### src/hdl/cfs_pkg.sv
// shared types and constants of the compass frame sync decoder
package cfs_pkg;

    localparam int FRAME_BYTES = 24;
    localparam int CFG_INDEX_W = 2;

    typedef logic [7:0] byte_t;

    // configuration register indexes
    localparam logic [CFG_INDEX_W-1:0] REG_HEADER_FIRST  = 2'd0;
    localparam logic [CFG_INDEX_W-1:0] REG_HEADER_SECOND = 2'd1;

    localparam byte_t HEADER_FIRST_RESET  = 8'hAA;
    localparam byte_t HEADER_SECOND_RESET = 8'h55;
    localparam byte_t STATUS_DATA_ERROR   = 8'hFF;

    typedef enum logic [1:0] {
        RESULT_VALID     = 2'd0,
        RESULT_CHECKSUM  = 2'd1,
        RESULT_STATUS_FF = 2'd2
    } frame_result_t;

    typedef struct packed {
        logic signed [15:0] true_pitch;
        logic        [15:0] true_yaw;
        logic signed [15:0] mag_pitch;
        logic        [15:0] mag_yaw;
        logic signed [15:0] gyro_x;
        logic signed [15:0] gyro_y;
        logic signed [15:0] gyro_z;
        logic signed [15:0] field_x;
        logic signed [15:0] field_y;
        logic signed [15:0] field_z;
        byte_t              status_byte;
        frame_result_t      frame_result;
    } cfs_result_t;

endpackage

### src/hdl/cfs_cell.sv
// one byte cell of the sliding receive window
module cfs_cell
    import cfs_pkg::*;
(
    input  logic  aclk,
    input  logic  aresetn,
    input  logic  shift_en,
    input  byte_t byte_in,
    output byte_t byte_out
);

    byte_t byte_reg;

    always_ff @(posedge aclk) begin
        if (!aresetn) begin
            byte_reg <= '0;
        end else if (shift_en) begin
            byte_reg <= byte_in;
        end
    end

    assign byte_out = byte_reg;

endmodule

### src/hdl/cfs_eval.sv
// header match, checksum test and field extraction on the window
module cfs_eval
    import cfs_pkg::*;
(
    input  byte_t       win [FRAME_BYTES],
    input  byte_t       header_first,
    input  byte_t       header_second,
    output logic        frame_hit,
    output cfs_result_t result
);

    byte_t sum_a;
    byte_t sum_b;
    byte_t sum;

    // two short partial sums, wrapping modulo 256
    assign sum_a = win[2] + win[3] + win[4] + win[5];
    assign sum_b = win[6] + win[7] + win[8] + win[9];
    assign sum   = sum_a + sum_b + win[10];

    assign frame_hit = (win[0] == header_first) && (win[1] == header_second);

    always_comb begin
        result = '0;
        if (sum != win[11]) begin
            result.frame_result = RESULT_CHECKSUM;
        end else begin
            result.true_pitch   = {win[3],  win[4]};
            result.true_yaw     = {win[5],  win[6]};
            result.mag_pitch    = {win[7],  win[8]};
            result.mag_yaw      = {win[9],  win[10]};
            result.gyro_x       = {win[12], win[13]};
            result.gyro_y       = {win[14], win[15]};
            result.gyro_z       = {win[16], win[17]};
            result.field_x      = {win[18], win[19]};
            result.field_y      = {win[20], win[21]};
            result.field_z      = {win[22], win[23]};
            result.status_byte  = win[2];
            result.frame_result = (win[2] == STATUS_DATA_ERROR) ? RESULT_STATUS_FF
                                                                : RESULT_VALID;
        end
    end

endmodule

### src/hdl/cfs_out_buf.sv
// output register with skid stage for decoded frames
module cfs_out_buf
    import cfs_pkg::*;
(
    input  logic        aclk,
    input  logic        aresetn,
    input  logic        push,
    input  cfs_result_t push_data,
    output logic        can_push,
    output logic        out_valid,
    input  logic        out_ready,
    output cfs_result_t out_data
);

    logic        out_valid_reg,  out_valid_next;
    logic        skid_valid_reg, skid_valid_next;
    cfs_result_t out_data_reg,   out_data_next;
    cfs_result_t skid_data_reg,  skid_data_next;
    logic        pop;

    assign pop = out_valid_reg && out_ready;

    always_comb begin
        out_valid_next  = out_valid_reg;
        skid_valid_next = skid_valid_reg;
        out_data_next   = out_data_reg;
        skid_data_next  = skid_data_reg;
        if (pop) begin
            if (skid_valid_reg) begin
                out_data_next = skid_data_reg;
                if (push) begin
                    skid_data_next = push_data;
                end else begin
                    skid_valid_next = 1'b0;
                end
            end else if (push) begin
                out_data_next = push_data;
            end else begin
                out_valid_next = 1'b0;
            end
        end else if (push) begin
            if (!out_valid_reg) begin
                out_valid_next = 1'b1;
                out_data_next  = push_data;
            end else begin
                skid_valid_next = 1'b1;
                skid_data_next  = push_data;
            end
        end
    end

    always_ff @(posedge aclk) begin
        if (!aresetn) begin
            out_valid_reg  <= 1'b0;
            skid_valid_reg <= 1'b0;
        end else begin
            out_valid_reg  <= out_valid_next;
            skid_valid_reg <= skid_valid_next;
        end
    end

    always_ff @(posedge aclk) begin
        out_data_reg  <= out_data_next;
        skid_data_reg <= skid_data_next;
    end

    assign can_push  = !skid_valid_reg;
    assign out_valid = out_valid_reg;
    assign out_data  = out_data_reg;

endmodule

### src/hdl/compass_frame_sync_decode.sv
// top level of the compass frame sync decoder
// a frame result is registered in the output stage, or in the skid stage if it is held
// throughput: one byte per cycle; a result waiting on m_ready does not stall input
// until a second result is held in the skid stage
// reset: synchronous active-low aresetn zeroes the window, loads header 0xaa/0x55
// and empties the output stages
module compass_frame_sync_decode
    import cfs_pkg::*;
(
    input  logic                   aclk,
    input  logic                   aresetn,
    // configuration write channel
    input  logic                   cfg_valid,
    output logic                   cfg_ready,
    input  logic [CFG_INDEX_W-1:0] cfg_index,
    input  logic [7:0]             cfg_data,
    // received byte channel
    input  logic                   s_valid,
    output logic                   s_ready,
    input  logic [7:0]             s_rx_byte,
    // decoded frame channel
    output logic                   m_valid,
    input  logic                   m_ready,
    output logic signed [15:0]     m_true_pitch,
    output logic        [15:0]     m_true_yaw,
    output logic signed [15:0]     m_mag_pitch,
    output logic        [15:0]     m_mag_yaw,
    output logic signed [15:0]     m_gyro_x,
    output logic signed [15:0]     m_gyro_y,
    output logic signed [15:0]     m_gyro_z,
    output logic signed [15:0]     m_field_x,
    output logic signed [15:0]     m_field_y,
    output logic signed [15:0]     m_field_z,
    output logic        [7:0]      m_status_byte,
    output logic        [1:0]      m_frame_result
);

    // header registers
    byte_t header_first_reg;
    byte_t header_second_reg;

    // window cells: cell 0 holds the oldest byte
    byte_t cell_q   [FRAME_BYTES];
    byte_t win_next [FRAME_BYTES];

    logic        in_accept;
    logic        frame_hit;
    logic        can_push;
    cfs_result_t eval_result;
    cfs_result_t out_data;

    // configuration is always taken; unknown indexes are dropped
    assign cfg_ready = 1'b1;

    always_ff @(posedge aclk) begin
        if (!aresetn) begin
            header_first_reg  <= HEADER_FIRST_RESET;
            header_second_reg <= HEADER_SECOND_RESET;
        end else if (cfg_valid) begin
            case (cfg_index)
                REG_HEADER_FIRST:  header_first_reg  <= cfg_data;
                REG_HEADER_SECOND: header_second_reg <= cfg_data;
                default: ;
            endcase
        end
    end

    // input is held off only when both output stages are full
    assign s_ready   = can_push;
    assign in_accept = s_valid && s_ready;

    // each cell takes its newer neighbour's byte on every accepted transaction
    genvar gi;
    generate
        for (gi = 0; gi < FRAME_BYTES; gi++) begin : g_cell
            byte_t cell_in;
            if (gi == FRAME_BYTES - 1) begin : g_newest
                assign cell_in = s_rx_byte;
            end else begin : g_inner
                assign cell_in = cell_q[gi+1];
            end
            cfs_cell u_cell (
                .aclk     (aclk),
                .aresetn  (aresetn),
                .shift_en (in_accept),
                .byte_in  (cell_in),
                .byte_out (cell_q[gi])
            );
            // window as it stands after this shift
            assign win_next[gi] = cell_in;
        end
    endgenerate

    // decode is done on the shifted window, so the result is ready with the shift
    cfs_eval u_eval (
        .win           (win_next),
        .header_first  (header_first_reg),
        .header_second (header_second_reg),
        .frame_hit     (frame_hit),
        .result        (eval_result)
    );

    cfs_out_buf u_out_buf (
        .aclk      (aclk),
        .aresetn   (aresetn),
        .push      (in_accept && frame_hit),
        .push_data (eval_result),
        .can_push  (can_push),
        .out_valid (m_valid),
        .out_ready (m_ready),
        .out_data  (out_data)
    );

    // result fields out to their own ports
    assign m_true_pitch   = out_data.true_pitch;
    assign m_true_yaw     = out_data.true_yaw;
    assign m_mag_pitch    = out_data.mag_pitch;
    assign m_mag_yaw      = out_data.mag_yaw;
    assign m_gyro_x       = out_data.gyro_x;
    assign m_gyro_y       = out_data.gyro_y;
    assign m_gyro_z       = out_data.gyro_z;
    assign m_field_x      = out_data.field_x;
    assign m_field_y      = out_data.field_y;
    assign m_field_z      = out_data.field_z;
    assign m_status_byte  = out_data.status_byte;
    assign m_frame_result = out_data.frame_result;

endmodule

### config.mk
export PLATFORM = sky130hd
export DESIGN_NAME = compass_frame_sync_decode
export DESIGN_NICKNAME = d
export VERILOG_FILES = /design/src/hdl/cfs_pkg.sv /design/src/hdl/cfs_cell.sv /design/src/hdl/cfs_eval.sv /design/src/hdl/cfs_out_buf.sv /design/src/hdl/compass_frame_sync_decode.sv
export SDC_FILE = /design/constraint.sdc
export NUM_CORES = 1
export LEC_CHECK = 0
export ABC_CLOCK_PERIOD_IN_PS = 48800
export BUFFER_PORTS_ARGS = -buffer_cell sky130_fd_sc_hd__buf_2
export CAP_MARGIN = 15
export CORE_MARGIN = 2
export CORE_UTILIZATION = 30
export DETAILED_ROUTE_END_ITERATION = 6
export GPL_TIMING_DRIVEN = 0
export HOLD_SLACK_MARGIN = 0.1
export PLACE_DENSITY = 0.54
export REMOVE_ABC_BUFFERS = 1
export SETUP_SLACK_MARGIN = 0.2
export SYNTH_ARGS = -nofsm -noshare
export SYNTH_HDL_FRONTEND = slang
export SYNTH_SLANG_ARGS = --single-unit
### constraint.sdc
create_clock -name aclk -period 48.8 [get_ports aclk]
set_clock_uncertainty 0.05 [all_clocks]
set_input_delay 9.76 -clock aclk [delete_from_list [all_inputs] [get_ports aclk]]
set_output_delay 9.76 -clock aclk [all_outputs]
set_load 0.03 [all_outputs]
==> run_results.csv <==
group,metric,value,unit
detailed_routing,dr.pass1.iters,5,
place,dpl-instance-area,26480,um2
clocking,cts_resized,0,
clocking,root_buffer,"clkbuf_16",
detailed_routing,drt_wl_total,58250,um
logic_synthesis,yosys.area_share.simple,0.1745,
global_route,met3_usage,0.02057,
global_route,gr-total-overflow,0,
global_route,grt_pass1_wl,93540,um
logic_synthesis,synth_xor_area_frac,0.01735,
sta,max_clock_freq,75.72,MHz
clocking,cts_max_path_buffers,3,
clocking,clock-sinks,542,
worst_setup_path,crit_chain,"buf_2 -> nor2b_4 -> nand3_1 -> nor4_2 -> buf_4 -> buf_4 -> buf_4 -> buf_6 -> buf_4 -> buf_6 -> buf_4 -> buf_4 -> buf_4 -> buf_6 -> buf_4",
clocking,cts_buffers,59,
worst_setup_path,path_class,"in -> reg",
final_layout,design_area,28420,um2
sta,min_period,13.21,ns
clocking,clock_latency,0.62,ns
detailed_routing,ant_nets,0,
sta,drv_slew,0,
worst_setup_path,cp-end-kind,"flop",
sta,slew_headroom,0.3816,
logic_synthesis,synth_compound_area_frac,0.1123,
outcome,status,"finished clean",
sta,period_share,0.2706,
logic_synthesis,yosys_warnings,0,
worst_setup_path,crit_path_start,"s_valid",
detailed_routing,wire_per_inst,17.01,um
worst_setup_path,r2r_start,"g_cell[6].u_cell.byte_out[3]",
place,routabilityCongestion,0.7459,
logic_synthesis,ys_types,42,
place,place_hpwl,37820,um
clocking,htreeDepth,2,
logic_synthesis,ys.flop_type,"edfxtp_1",
global_route,grt_max_degree,105,
detailed_routing,avgViaCountPerCell,4.710,
global_route,grt.total_usage,0.1421,
global_route,grt_pass1_vias,16290,
floorplan,io_pins,196,
detailed_routing,drt-initial-drc-count,816,
detailed_routing,drcViolationCount,0,
logic_synthesis,yosys.area_share.adder,0.04206,
sta,rsz0062_at_grt,"false",
floorplan,die_x,285.6,um
worst_setup_path,cp.arrival,13.48,ns
clocking,post-cts-setup-buffer-count,0,
clocking,cts_hold_buf,0,
global_route,grt_util_met2,0.2417,
logic_synthesis,async_flop_share,0,
final_layout,final_cells,3425,
logic_synthesis,synth-seq-cells,542,
run,maxCapViolations,0,
power,leakage,10.35,nW
place,dp_cells,3314,
worst_setup_path,start_kind,"input pin",
place,portBuffers,194,
sta,setup_viol,0,
min_path,hold_path.class,"reg -> reg",
floorplan,dieArea,81590,um2
logic_synthesis,synth_top_family_by_area,"simple AND/OR/NAND/NOR gates",
worst_setup_path,r2r_slack,42.61,ns
logic_synthesis,synth_edf_count,340,
logic_synthesis,postSynthAreaPerCell,11.00,um2
worst_setup_path,crit_top_cell,"buf_4",
logic_synthesis,netlist_area,23800,um2
final_layout,largest_reg_flops,184,
detailed_routing,vias,16130,
final_layout,syn_to_final_growth,19.43,%
worst_setup_path,crit_path_max_fanout,29,
final_layout,final_net_count,2401,
clocking,cts_tree,"built",
sta,hold_viol_final,0,
logic_synthesis,ys_seq_area_frac,0.5990,
global_route,grt-busiest-layer,"met2",
floorplan,fp.dieH,285.6,um
final_layout,drive_gt1_frac,0.2025,
floorplan,core,78740,um2
min_path,worstHoldStart,"g_cell[23].u_cell.byte_out[3]",
sta,tns,0,ns
worst_setup_path,cp.required,49.08,ns
global_route,met1_usage,0.1876,
logic_synthesis,synthCells,2164,
floorplan,rows,103,
power,peakVddDrop,21.77,uV
floorplan,initial_core_util,0.3022,
worst_setup_path,critical_path.max_stage_delay,0.70,ns
global_route,antenna_found_initial,1,
clocking,path_clk_slew,0.06,ns
worst_setup_path,critPathSlowestCell,"nor2b_4",
final_layout,antenna_cells,0,
power,powerDensity,33.45,nW/um2
sta,worstMarginPinSlew,0.9244,ns
logic_synthesis,synthMuxAreaShare,0.006730,
## logic make-up after synthesis
group,Yosys count
compound gates,362
xor+xnor,43
fa+ha+maj,53
buf+inv,228
flops,542
mux,16
other cells,1
simple gates,919
## cells in the mapped netlist (12+ instances only)
master,n,area (um2)
inv_1,53,198.9
o21ai_2,100,875.8
nand2_1,550,2064
buf_6,12,135.1
o21ai_0,69,345.3
mux2i_1,16,160.2
nand3_1,172,860.8
dfxtp_1,202,4044
clkbuf_1,133,499.2
a21boi_0,185,1389
edfxtp_1,340,10210
xnor2_1,34,297.8
and3_1,167,1045
fa_1,45,900.9
## cell type report
class	instances	area (um2)
fillers	7732	50320
repair buffers	275	2207
clock inverters	38	385.4
inverters	53	198.9
flip-flops and latches	542	14250
clock buffers	73	1559
multi-input cells	1394	8502
well taps	1050	1314
## metal layers
| layer | wire length, um | share of wire |
|---|---|---|
| met4 | 1315 | 0.023 |
| met2 | 28630 | 0.49 |
| met1 | 26230 | 0.45 |
| met5 | 0 | 0 |
| met3 | 2080 | 0.036 |
## path summary, 6_finish.rpt
kind                            cells after the start                       endpoint
worst max-delay path                               15    u_out_buf.skid_data_reg[41]
worst min-delay path                                2  g_cell[22].u_cell.byte_out[3]
worst max register to register                     17         u_out_buf.out_data[34]
worst min register to register                      2  g_cell[22].u_cell.byte_out[3]
## power breakdown
group          internal, mW  total (mW)  switching [mW]
Sequential            0.483       0.484        0.000970
Clock                 0.260       0.449           0.189
Combinational       0.00662      0.0177          0.0111
## metrics by stage
step | hold slack, ns | power (mW) | utilization | setup slack [ns]
after CTS | 0.4319 | 0.9655 | 0.3609 | 35.59
after detailed placement | 0.4245 | 0.5118 | 0.3362 | 34.93
after global placement | 0.4215 | 0.5104 | 0.3193 | -2.522
final | 0.4187 | 0.9507 | 0.3609 | 35.59
after global routing | 0.4557 | 0.9849 | 0.3609 | 35.34
after floorplan | 0.4068 | 0.5021 | - | 15.36
## critical path: cells and delay by family
kind / cells / cell delay (ns)
and+or+nand+nor: 3 / 1.52
buffers and inverters: 12 / 2.17
## cells in the final DEF (no fill, tap or decap), types with 4 or more instances in the layout
master and count:
a21boi_0 185, and3_1 167, buf_12 24, buf_16 11
buf_2 193, buf_4 24, buf_6 18, buf_8 5
bufinv_16 6, clkbuf_1 11, clkbuf_16 59, clkinv_1 8
clkinv_2 7, clkinvlp_4 11, dfxtp_1 202, edfxtp_1 340
fa_1 45, ha_1 8, inv_1 53, inv_6 4
mux2i_1 16, nand2_1 549, nand3_1 171, nand4_1 6
nor2_1 6, nor2b_1 8, o21ai_0 69, o21ai_2 100
xnor2_1 34, xor2_1 5
(Power assumes the default switching activity.)
